<file path="config.mk">
export PLATFORM = sky130hd
export DESIGN_NAME = wsp_trig
export DESIGN_NICKNAME = d
export VERILOG_FILES = /design/src/sv/wsp_pkg.sv /design/src/sv/wsp_trig.sv
export SDC_FILE = /design/constraint.sdc
export NUM_CORES = 2
export LEC_CHECK = 0
export BUFFER_PORTS_ARGS = -buffer_cell sky130_fd_sc_hd__buf_2
export CORE_ASPECT_RATIO = 1.75
export CORE_MARGIN = 2
export CORE_UTILIZATION = 45
export CTS_BUF_LIST = sky130_fd_sc_hd__clkbuf_8
export DETAILED_ROUTE_END_ITERATION = 8
export SLEW_MARGIN = 20
export SYNTH_ARGS = -nofsm -noshare
export SYNTH_HDL_FRONTEND = slang
export SYNTH_SLANG_ARGS = --single-unit
export TNS_END_PERCENT = 1
</file>
<file path="constraint.sdc">
create_clock -name clk -period 23.4 [get_ports clk]
set_input_delay 1.17 -clock clk [delete_from_list [all_inputs] [get_ports clk]]
set_output_delay 1.17 -clock clk [all_outputs]
set_load 0.1 [all_outputs]
</file>
<file path="src/sv/wsp_pkg.sv">
`default_nettype none

package wsp_pkg;

	// Build defaults
	localparam int SCREEN_WIDTH_DEF  = 1024;
	localparam int SCREEN_HEIGHT_DEF = 768;
	localparam int ANGLE_BITS_DEF    = 16;

	// Configuration port
	localparam int AW = 6;
	localparam int DW = 64;

	localparam logic [2:0] REG_ZOOM     = 3'd0;
	localparam logic [2:0] REG_CENTER_X = 3'd1;
	localparam logic [2:0] REG_CENTER_Y = 3'd2;
	localparam logic [2:0] REG_ANGLE_X  = 3'd3;
	localparam logic [2:0] REG_ANGLE_Y  = 3'd4;
	localparam logic [2:0] REG_ANGLE_Z  = 3'd5;
	localparam logic [2:0] REG_MODE     = 3'd6;

	// Datapath widths
	localparam int FW    = 48;  // field width of a world coordinate
	localparam int CW    = 52;  // coordinate width through the rotations
	localparam int TW    = 32;  // signed Q30 sine / cosine
	localparam int PPH_W = 60;  // high partial product
	localparam int PPL_W = 57;  // low partial product
	localparam int UW    = 52;  // offset from view center
	localparam int MW    = 60;  // offset times 100
	localparam int PW    = 61;  // high part times zoom
	localparam int QW    = 45;  // unsaturated Q8 pixel value
	localparam int OW    = 32;  // screen field width

	localparam logic [31:0] Q30_ONE     = 32'h4000_0000;
	localparam logic [31:0] HALF_PI_Q30 = 32'd1686629713;
	localparam int SIN_TERMS = 5;
	localparam int COS_TERMS = 6;

	// Divisors of the nested Taylor series, innermost term first
	function automatic logic [7:0] trig_div(input logic cos_ph, input logic [2:0] term);
		logic [7:0] d;
		d = 8'd1;
		if (!cos_ph) begin
			case (term)
				3'd0: d = 8'd110;
				3'd1: d = 8'd72;
				3'd2: d = 8'd42;
				3'd3: d = 8'd20;
				3'd4: d = 8'd6;
				default: d = 8'd1;
			endcase
		end else begin
			case (term)
				3'd0: d = 8'd132;
				3'd1: d = 8'd90;
				3'd2: d = 8'd56;
				3'd3: d = 8'd30;
				3'd4: d = 8'd12;
				3'd5: d = 8'd2;
				default: d = 8'd1;
			endcase
		end
		return d;
	endfunction

	// floor(2^32 / divisor); the estimate it gives is low by at most one
	function automatic logic [31:0] trig_rcp(input logic cos_ph, input logic [2:0] term);
		logic [31:0] m;
		m = 32'hFFFF_FFFF;
		if (!cos_ph) begin
			case (term)
				3'd0: m = 32'd39045157;
				3'd1: m = 32'd59652323;
				3'd2: m = 32'd102261126;
				3'd3: m = 32'd214748364;
				3'd4: m = 32'd715827882;
				default: m = 32'hFFFF_FFFF;
			endcase
		end else begin
			case (term)
				3'd0: m = 32'd32537631;
				3'd1: m = 32'd47721858;
				3'd2: m = 32'd76695844;
				3'd3: m = 32'd143165576;
				3'd4: m = 32'd357913941;
				3'd5: m = 32'd2147483648;
				default: m = 32'hFFFF_FFFF;
			endcase
		end
		return m;
	endfunction

	// One long-division digit by 5 via reciprocal; v below 5*2^18.
	// Returns {quotient[17:0], remainder[2:0]}.
	function automatic logic [20:0] div5_step(input logic [20:0] v);
		logic [41:0] pr;
		logic [17:0] q;
		logic [20:0] r;
		pr = 42'(v) * 42'd1677722;
		q  = pr[40:23];
		r  = v - (21'(q) << 2) - 21'(q);
		return {q, r[2:0]};
	endfunction

	// floor((ph*2^24 + pl) / 2^30)
	function automatic logic signed [CW-1:0] mul_join(input logic signed [PPH_W-1:0] ph,
			input logic signed [PPL_W-1:0] pl);
		logic signed [83:0] f;
		f = $signed({ph, 24'd0}) + 84'(pl);
		return f[30+CW-1:30];
	endfunction

	// Saturate to signed 32 bits
	function automatic logic [OW-1:0] sat32(input logic signed [QW:0] v);
		logic [OW-1:0] r;
		if (v > $signed((QW+1)'(32'h7FFF_FFFF)))
			r = 32'h7FFF_FFFF;
		else if (v < -$signed((QW+1)'(33'h0_8000_0000)))
			r = 32'h8000_0000;
		else
			r = v[OW-1:0];
		return r;
	endfunction

endpackage

`default_nettype wire

</file>
<file path="src/sv/wsp_trig.sv">
`default_nettype none

module wsp_trig #(
	parameter int ANGLE_BITS = wsp_pkg::ANGLE_BITS_DEF
) (
	input  logic                           clk,
	input  logic                           arst_n,
	input  logic                           start,
	input  logic [15:0]                    angle   [3],
	output logic signed [wsp_pkg::TW-1:0]  sin_val [3],
	output logic signed [wsp_pkg::TW-1:0]  cos_val [3],
	output logic                           ready
);
	import wsp_pkg::*;

	localparam int DROP = (ANGLE_BITS < 16) ? 16 - ANGLE_BITS : 0;
	localparam logic [15:0] AMASK = 16'(17'h1FFFF << DROP);

	localparam logic [3:0] T_IDLE  = 4'd0;
	localparam logic [3:0] T_X     = 4'd1;
	localparam logic [3:0] T_X2    = 4'd2;
	localparam logic [3:0] T_MUL   = 4'd3;
	localparam logic [3:0] T_RCP   = 4'd4;
	localparam logic [3:0] T_DIV   = 4'd5;
	localparam logic [3:0] T_FIX   = 4'd6;
	localparam logic [3:0] T_SIN   = 4'd7;
	localparam logic [3:0] T_STORE = 4'd8;

	logic [3:0]  st_q;
	logic [1:0]  idx_q;
	logic [31:0] x_q, x2_q, s_q;
	logic [30:0] t_q;
	logic [31:0] dvd_q, quo_q;
	logic [8:0]  rem_q;
	logic [2:0]  term_q;
	logic        cos_ph_q;

	logic [15:0] am;
	logic [31:0] mul_a, mul_b;
	logic [63:0] prod;
	logic [7:0]  dv;
	logic [31:0] rcp;
	logic [31:0] diff;
	logic [31:0] quo_n;
	logic [30:0] t_next;
	logic [2:0]  last_term;
	logic signed [TW-1:0] s_sg, c_sg;

	assign am    = angle[idx_q] & AMASK;
	assign ready = (st_q == T_IDLE);

	// Shared multiplier
	always_comb begin
		mul_a = '0;
		mul_b = '0;
		case (st_q)
			T_X: begin
				mul_a = {18'd0, am[13:0]};
				mul_b = HALF_PI_Q30;
			end
			T_X2: begin
				mul_a = x_q;
				mul_b = x_q;
			end
			T_MUL: begin
				mul_a = x2_q;
				mul_b = {1'b0, t_q};
			end
			T_RCP: begin
				mul_a = dvd_q;
				mul_b = rcp;
			end
			T_DIV: begin
				mul_a = quo_q;
				mul_b = {24'd0, dv};
			end
			T_SIN: begin
				mul_a = x_q;
				mul_b = {1'b0, t_q};
			end
			default: begin
				mul_a = '0;
				mul_b = '0;
			end
		endcase
	end
	assign prod = 64'(mul_a) * 64'(mul_b);

	// Division by the series constant: reciprocal estimate, then one correction
	assign dv    = trig_div(cos_ph_q, term_q);
	assign rcp   = trig_rcp(cos_ph_q, term_q);
	assign diff  = dvd_q - prod[31:0];
	assign quo_n = (rem_q >= {1'b0, dv}) ? quo_q + 32'd1 : quo_q;

	always_comb begin
		if (!cos_ph_q)
			t_next = 31'(Q30_ONE - quo_n);
		else if (quo_n >= Q30_ONE)
			t_next = '0;
		else
			t_next = 31'(Q30_ONE - quo_n);
	end
	assign last_term = cos_ph_q ? 3'(COS_TERMS - 1) : 3'(SIN_TERMS - 1);

	assign s_sg = $signed(s_q);
	assign c_sg = $signed({1'b0, t_q});

	// Sequencer: x, x^2, sine series, cosine series, quadrant fold, per angle
	always_ff @(posedge clk or negedge arst_n) begin
		if (!arst_n) begin
			st_q     <= T_IDLE;
			idx_q    <= '0;
			term_q   <= '0;
			cos_ph_q <= 1'b0;
			for (int i = 0; i < 3; i++) begin
				sin_val[i] <= '0;
				cos_val[i] <= $signed(Q30_ONE);
			end
		end else if (start) begin
			st_q  <= T_X;
			idx_q <= '0;
		end else begin
			case (st_q)
				T_X: st_q <= T_X2;
				T_X2: begin
					st_q     <= T_MUL;
					term_q   <= '0;
					cos_ph_q <= 1'b0;
				end
				T_MUL: st_q <= T_RCP;
				T_RCP: st_q <= T_DIV;
				T_DIV: st_q <= T_FIX;
				T_FIX: begin
					if (term_q == last_term)
						st_q <= cos_ph_q ? T_STORE : T_SIN;
					else
						st_q <= T_MUL;
					term_q <= term_q + 3'd1;
				end
				T_SIN: begin
					st_q     <= T_MUL;
					cos_ph_q <= 1'b1;
					term_q   <= '0;
				end
				T_STORE: begin
					case (am[15:14])
						2'd0: begin
							sin_val[idx_q] <= s_sg;
							cos_val[idx_q] <= c_sg;
						end
						2'd1: begin
							sin_val[idx_q] <= c_sg;
							cos_val[idx_q] <= -s_sg;
						end
						2'd2: begin
							sin_val[idx_q] <= -s_sg;
							cos_val[idx_q] <= -c_sg;
						end
						default: begin
							sin_val[idx_q] <= -c_sg;
							cos_val[idx_q] <= s_sg;
						end
					endcase
					if (idx_q == 2'd2) begin
						st_q <= T_IDLE;
					end else begin
						idx_q <= idx_q + 2'd1;
						st_q  <= T_X;
					end
				end
				default: st_q <= T_IDLE;
			endcase
		end
	end

	// Working registers
	always_ff @(posedge clk) begin
		case (st_q)
			T_X: x_q <= prod[45:14];
			T_X2: begin
				x2_q <= prod[61:30];
				t_q  <= Q30_ONE[30:0];
			end
			T_MUL: dvd_q <= prod[61:30];
			T_RCP: quo_q <= prod[63:32];
			T_DIV: rem_q <= diff[8:0];
			T_FIX: t_q <= t_next;
			T_SIN: begin
				s_q <= prod[61:30];
				t_q <= Q30_ONE[30:0];
			end
			default: ;
		endcase
	end

endmodule

`default_nettype wire

</file>
# After elaboration in Yosys (flattened, before gate mapping)
# Index checks and enable logic that the tools add are counted.
[totals]
regBits = 402
inputBits = 51
output_inout_bits = 193
elab_cells = 100
[op_classes]
add_sub_neg = 7
n_mul = 1
magnitude_cmp = 4
eq_ne = 18
muxes = 38
bitwise = 2
n_reduce_logical = 13
[op_table]
columns = ["operator", "n"]
rows = [
  ["96-bit bitwise mux", 8],
  ["96-bit one-hot mux with 3 select lines", 2],
  ["32-bit one-hot mux with 5 select lines", 3],
  ["32-bit one-hot mux with 6 select lines", 1],
  ["32-bit two-way mux", 3],
  ["32-bit demux with 2-bit select", 1],
  ["32-bit by 32-bit multiplier with 64-bit output", 1],
  ["31-bit two-way mux", 2],
  ["31-bit one-hot mux with 2 select lines", 1],
  ["8-bit one-hot mux with 6 select lines", 1],
  ["7-bit one-hot mux with 5 select lines", 1],
  ["32-bit by 1-bit adder with 32-bit output (second input constant)", 1],
  ["16-bit binary-select mux with 2-bit select", 1],
  ["32-bit by 31-bit greater-or-equal comparator with 1-bit output (second input constant)", 1],
  ["16-bit two-way mux", 2],
  ["31-bit negator with 32-bit output", 1],
  ["32-bit negator", 1],
  ["31-bit subtractor (first input constant)", 1],
  ["4-bit one-hot mux with 7 select lines", 1],
  ["4-bit by 3-bit == test with 1-bit output (second input constant)", 4],
  ["4-bit two-way mux", 3],
  ["9-bit by 8-bit greater-or-equal comparator with 1-bit output", 1],
  ["9-bit subtractor", 1],
  ["4-bit by 2-bit == test with 1-bit output (second input constant)", 2],
  ["27 further kinds", 39],
]

# Longest topological paths before layout
[depth]
ltp_word = 9
mapped_depth = 42

# Least setup slack after synthesis
# Ideal clock, no wire load.
[synth_path]
path_kind = "reg-to-reg"
start = "register st_q[3]"
end = "register dvd_q[15], data pin"
arrival_time_ns = 9.721
t_required_ns = 23.117
slack_ns = 13.396
stages_incl_launch_ff = 35
n_path_buf = 4
cell_sequence = "dfrtp_1 > clkbuf_1 > nor2b_1 > nand2_1 > inv_2 > buf_1 > buf_1 > o21ai_0 > o21ai_0 > clkbuf_1 > nand2_1 > fa_1 > inv_1 > fa_1 > inv_1 > fa_1 > fa_1 > inv_1 > fa_1 > fa_1 > fa_1 > inv_1 > fa_1 > inv_1 > ha_1 > and3_1 > and2_1 > nand2_1 > or2_2 > or4_1 > nand3_1 > or3b_2 > nor2_1 > nor2_1 > xnor2_1"
[synth_via]
elab_chain_cells = 4
elab_cells_between_ends = 11
classes_between = "1 x mul; 6 x eq/ne; 2 x mux; 2 x reduce/logical"
[synth_rtl]
columns = ["element", "line_no", "rtl"]
rows = [
  ["start, declared", "wsp_trig.sv:29", "logic [3:0] st_q;"],
  ["start signal, assigned", "wsp_trig.sv:135", "st_q <= cos_ph_q ? T_STORE : T_SIN;"],
  ["4-bit by 3-bit == test with 1-bit output / 4-bit by 2-bit == test with 1-bit output (equally long branches)", "wsp_trig.sv:56", "case (st_q)"],
  ["2-bit OR reduction (no source line)", "--", ""],
  ["32-bit one-hot mux with 5 select lines", "wsp_trig.sv:56", ""],
  ["32-bit by 32-bit multiplier with 64-bit output (*)", "wsp_trig.sv:87", "assign prod = 64'(mul_a) * 64'(mul_b);"],
  ["via prod[45]", "wsp_trig.sv:40", "logic [63:0] prod;"],
  ["end signal, assigned", "wsp_trig.sv:184", "T_MUL: dvd_q <= prod[61:30];"],
  ["end, declared", "wsp_trig.sv:33", "logic [31:0] dvd_q, quo_q;"],
]
# Mark *: on every way through the listed nets, which the timed path passes. The rest lies on a longest branch.
# A chain may end at the register's enable or synchronous reset.

# Worst setup path in the final report
[layout_path]
start = "register term_q[2]"
end = "register s_q[11], data pin"
[layout_via]
elab_chain_cells = 5
elab_cells_between_ends = 14
classes_between = "1 x mul; 5 x eq/ne; 7 x mux; 1 x reduce/logical"
[layout_rtl]
columns = ["element", "line_no", "rtl"]
rows = [
  ["start, declared", "wsp_trig.sv:35", "logic [2:0] term_q;"],
  ["start signal, assigned", "wsp_trig.sv:138", "term_q <= term_q + 3'd1;"],
  ["3-bit == test, or another cell as far along", "wsp_pkg.sv:53, wsp_pkg.sv:80", ""],
  ["8-bit one-hot mux with 6 select lines, or another cell as far along", "wsp_pkg.sv:53", "case (term)"],
  ["8-bit two-way mux / 32-bit two-way mux (equally long branches)", "wsp_pkg.sv:43, wsp_pkg.sv:70", ""],
  ["32-bit one-hot mux with 5 select lines (*)", "wsp_trig.sv:56", ""],
  ["32-bit by 32-bit multiplier with 64-bit output (*)", "wsp_trig.sv:87", ""],
  ["via prod[41]", "wsp_trig.sv:40", ""],
  ["end signal, assigned", "wsp_trig.sv:189", "s_q <= prod[61:30];"],
  ["end, declared", "wsp_trig.sv:31", "logic [31:0] x_q, x2_q, s_q;"],
]
# Marks and branches as above.

==> impl_metrics.csv <==
group,metric,value,unit
status,outcome,"finished clean",
logic_synthesis,synth.most_common_cell,"inv_1",
clock_tree,cts_buffers,52,
timing,period_needed,12390,ps
cells_and_area,nNetsFinal,6948,
logic_synthesis,synth_flop_cell,"edfxtp_1",
drt,vias,42000,
timing,setup_ws,11010,ps
logic_synthesis,syn_area,52600,um^2
global_route,grt_max_degree,91,
logic_synthesis,synth_area_per_cell,9.40,um^2
die,dieArea,120000,um^2
critical_path,cp_slowest_cell,"nand2b_1",
die,coreArea,117000,um^2
global_route,antenna_found_initial,5,
clock_tree,clk-insertion-delay-late,690,ps
critical_path,cp_data_required_time,23770,ps
timing,setup_viol,0,
critical_path,cpPeakStageDelay,890,ps
timing,layout_worst_path_cycle_share,52.9,%
timing,relSlewSlack,12.8,%
placement,port-buffer-count,243,
drt,routed_via_density,5.78,
drt,drc,0,
logic_synthesis,synth_top_area_share,34.1,%
logic_synthesis,synth-async-reset-ratio,50.2,%
logic_synthesis,netlist_instances,5599,
timing,whs,475,ps
clock_tree,cts_tree,"yes",
die,die_h,456,um
drt,first_iter_violations,3221,
die,rows,166,
clock_tree,cts_max_path_buffers,3,
clock_tree,clock-sinks,402,
drt,antenna_left,0,
logic_synthesis,yosys-top-cells-area,"fa_1 (34%), edfxtp_1 (11%), dfrtp_1 (9.5%)",
logic_synthesis,yosysUniqueCellTypes,80,
cells_and_area,drive_above_1_share,11.9,%
timing,timing.fmax,80.7,MHz
placement,dpl.hpwl,157000,um
cells_and_area,areaGrowthSynthToFinish,7.87,%
global_route,grt_pass1_vias,44600,
critical_path,cp_common_cell,"fa_1",
placement,pre_cts_slack,11270,ps
run,drv_cap,0,
global_route,grt_usage,33.5,%
critical_path,crit_fanout,15,
logic_synthesis,yosys.area.top_type,"fa_1",
global_route,overflow,0,
logic_synthesis,ys.warnings.count,0,
timing,skew,39.2,ps
logic_synthesis,synth.ff_latch_count,402,
timing,rsz0062_at_grt,"no",
hold_path,hold_path.class,"reg -> reg",
clock_tree,hold_buffers,0,
logic_synthesis,ys_seq_area_share,21.0,%
clock_tree,cts_setup_buffers,0,
timing,final_hold_viol_count,0,
die,ios,244,
critical_path,arrival,12760,ps
drt,wl,199000,um
timing,tns,0,ps
clock_tree,cts_htree_levels,2,
critical_path,end_kind,"flip-flop",
clock_tree,ctsResizeCount,0,
critical_path,crit_type,"reg -> reg",
logic_synthesis,yosys-top-cells-count,"inv_1 (957), fa_1 (897), nand2_1 (788)",
drt,drt-pass1-iter-count,9,
placement,gp_congestion,1.01,
clock_tree,cts_root_buffer,"clkbuf_8",
cells_and_area,fin_cells,7262,
die,initial_core_util,45.2,%
critical_path,cp-start-kind,"flip-flop",
timing,maxSlewViolCount,0,
global_route,grt_pass1_wl,291000,um
logic_synthesis,synth-edff-count,200,
die,die_x,263,um
timing,tightest_slew,1300,ps
placement,placed_cells,7167,
logic_synthesis,syn_nets,6838,
drt,wl_per_cell,27.4,um
clock_tree,path_clk_slew,80,ps
layout make-up:
class | instances | area (um^2)
Sequential cell | 402 | 11100
Inverter | 960 | 3600
Clock inverter | 32 | 235
Antenna cell | 2 | 5.00
Multi-Input combinational cell | 3936 | 37100
Fill cell | 11000 | 59700
Tap cell | 1512 | 1890
Clock buffer | 61 | 840
Timing Repair Buffer | 357 | 2080
per-layer routing:
layer	wire length (um)	part of all wire, %	GRT usage, %
met1	62800	32	33.7
met2	101000	51	60.0
met3	13900	7.0	5.52
met4	21300	11	28.6
met5	46	0.023	0
kinds of logic after synthesis:
| family | share of synthesized area (%) |
|---|---|
| AOI/OAI and AO/OA | 6.48 |
| xor gates and xnor gates | 3.46 |
| adders and majority gates | 41.0 |
| buffers and inverters | 9.00 |
| DFF | 21.0 |
| muxes | 4.51 |
| and+or+nand+nor | 14.5 |
metrics by stage:
stage                     util [%]  instance area [um^2]
after floorplan                  -                 52600
final                         48.7                 56800
after global routing          48.7                 56800
after CTS                     48.7                 56800
after detailed placement      47.8                 55700
after global placement        47.8                 55700
placed cells by master, fill, tap and decap left out, types with 140 or more instances in the layout:
cell type	synthesis	final
a21oi_1	143	140
buf_2	4	242
dfrtp_1	199	199
edfxtp_1	200	200
fa_1	897	897
ha_1	291	291
inv_1	957	972
mux2_2	178	178
nand2_1	788	785
nor2_1	676	674
worst max-delay path, delay by kind of cell (launching register included):
family / cells / cell delay, ps
xor gates and xnor gates: 1 / 670
buffers and inverters: 5 / 680
AOI/OAI and AO/OA: 2 / 900
DFF: 1 / 680
and+or+nand+nor: 11 / 4020
adders and majority gates: 10 / 5070
final timing paths:
check                           startpoint  slack (ps)  cells after the start         to
max in group asynchronous           arst_n       20800                      3  async pin
worst min-delay path             flip-flop         480                      2  flip-flop
worst max-delay path             term_q[2]       11010                     29    s_q[11]
worst min register to register   flip-flop         480                      2  flip-flop
worst max register to register   term_q[2]       11010                     29    s_q[11]
min in group asynchronous           arst_n         550                      1  async pin
Power is not shown: default switching activity piles up to over one toggle a cycle in this logic, so the estimate is an artifact.
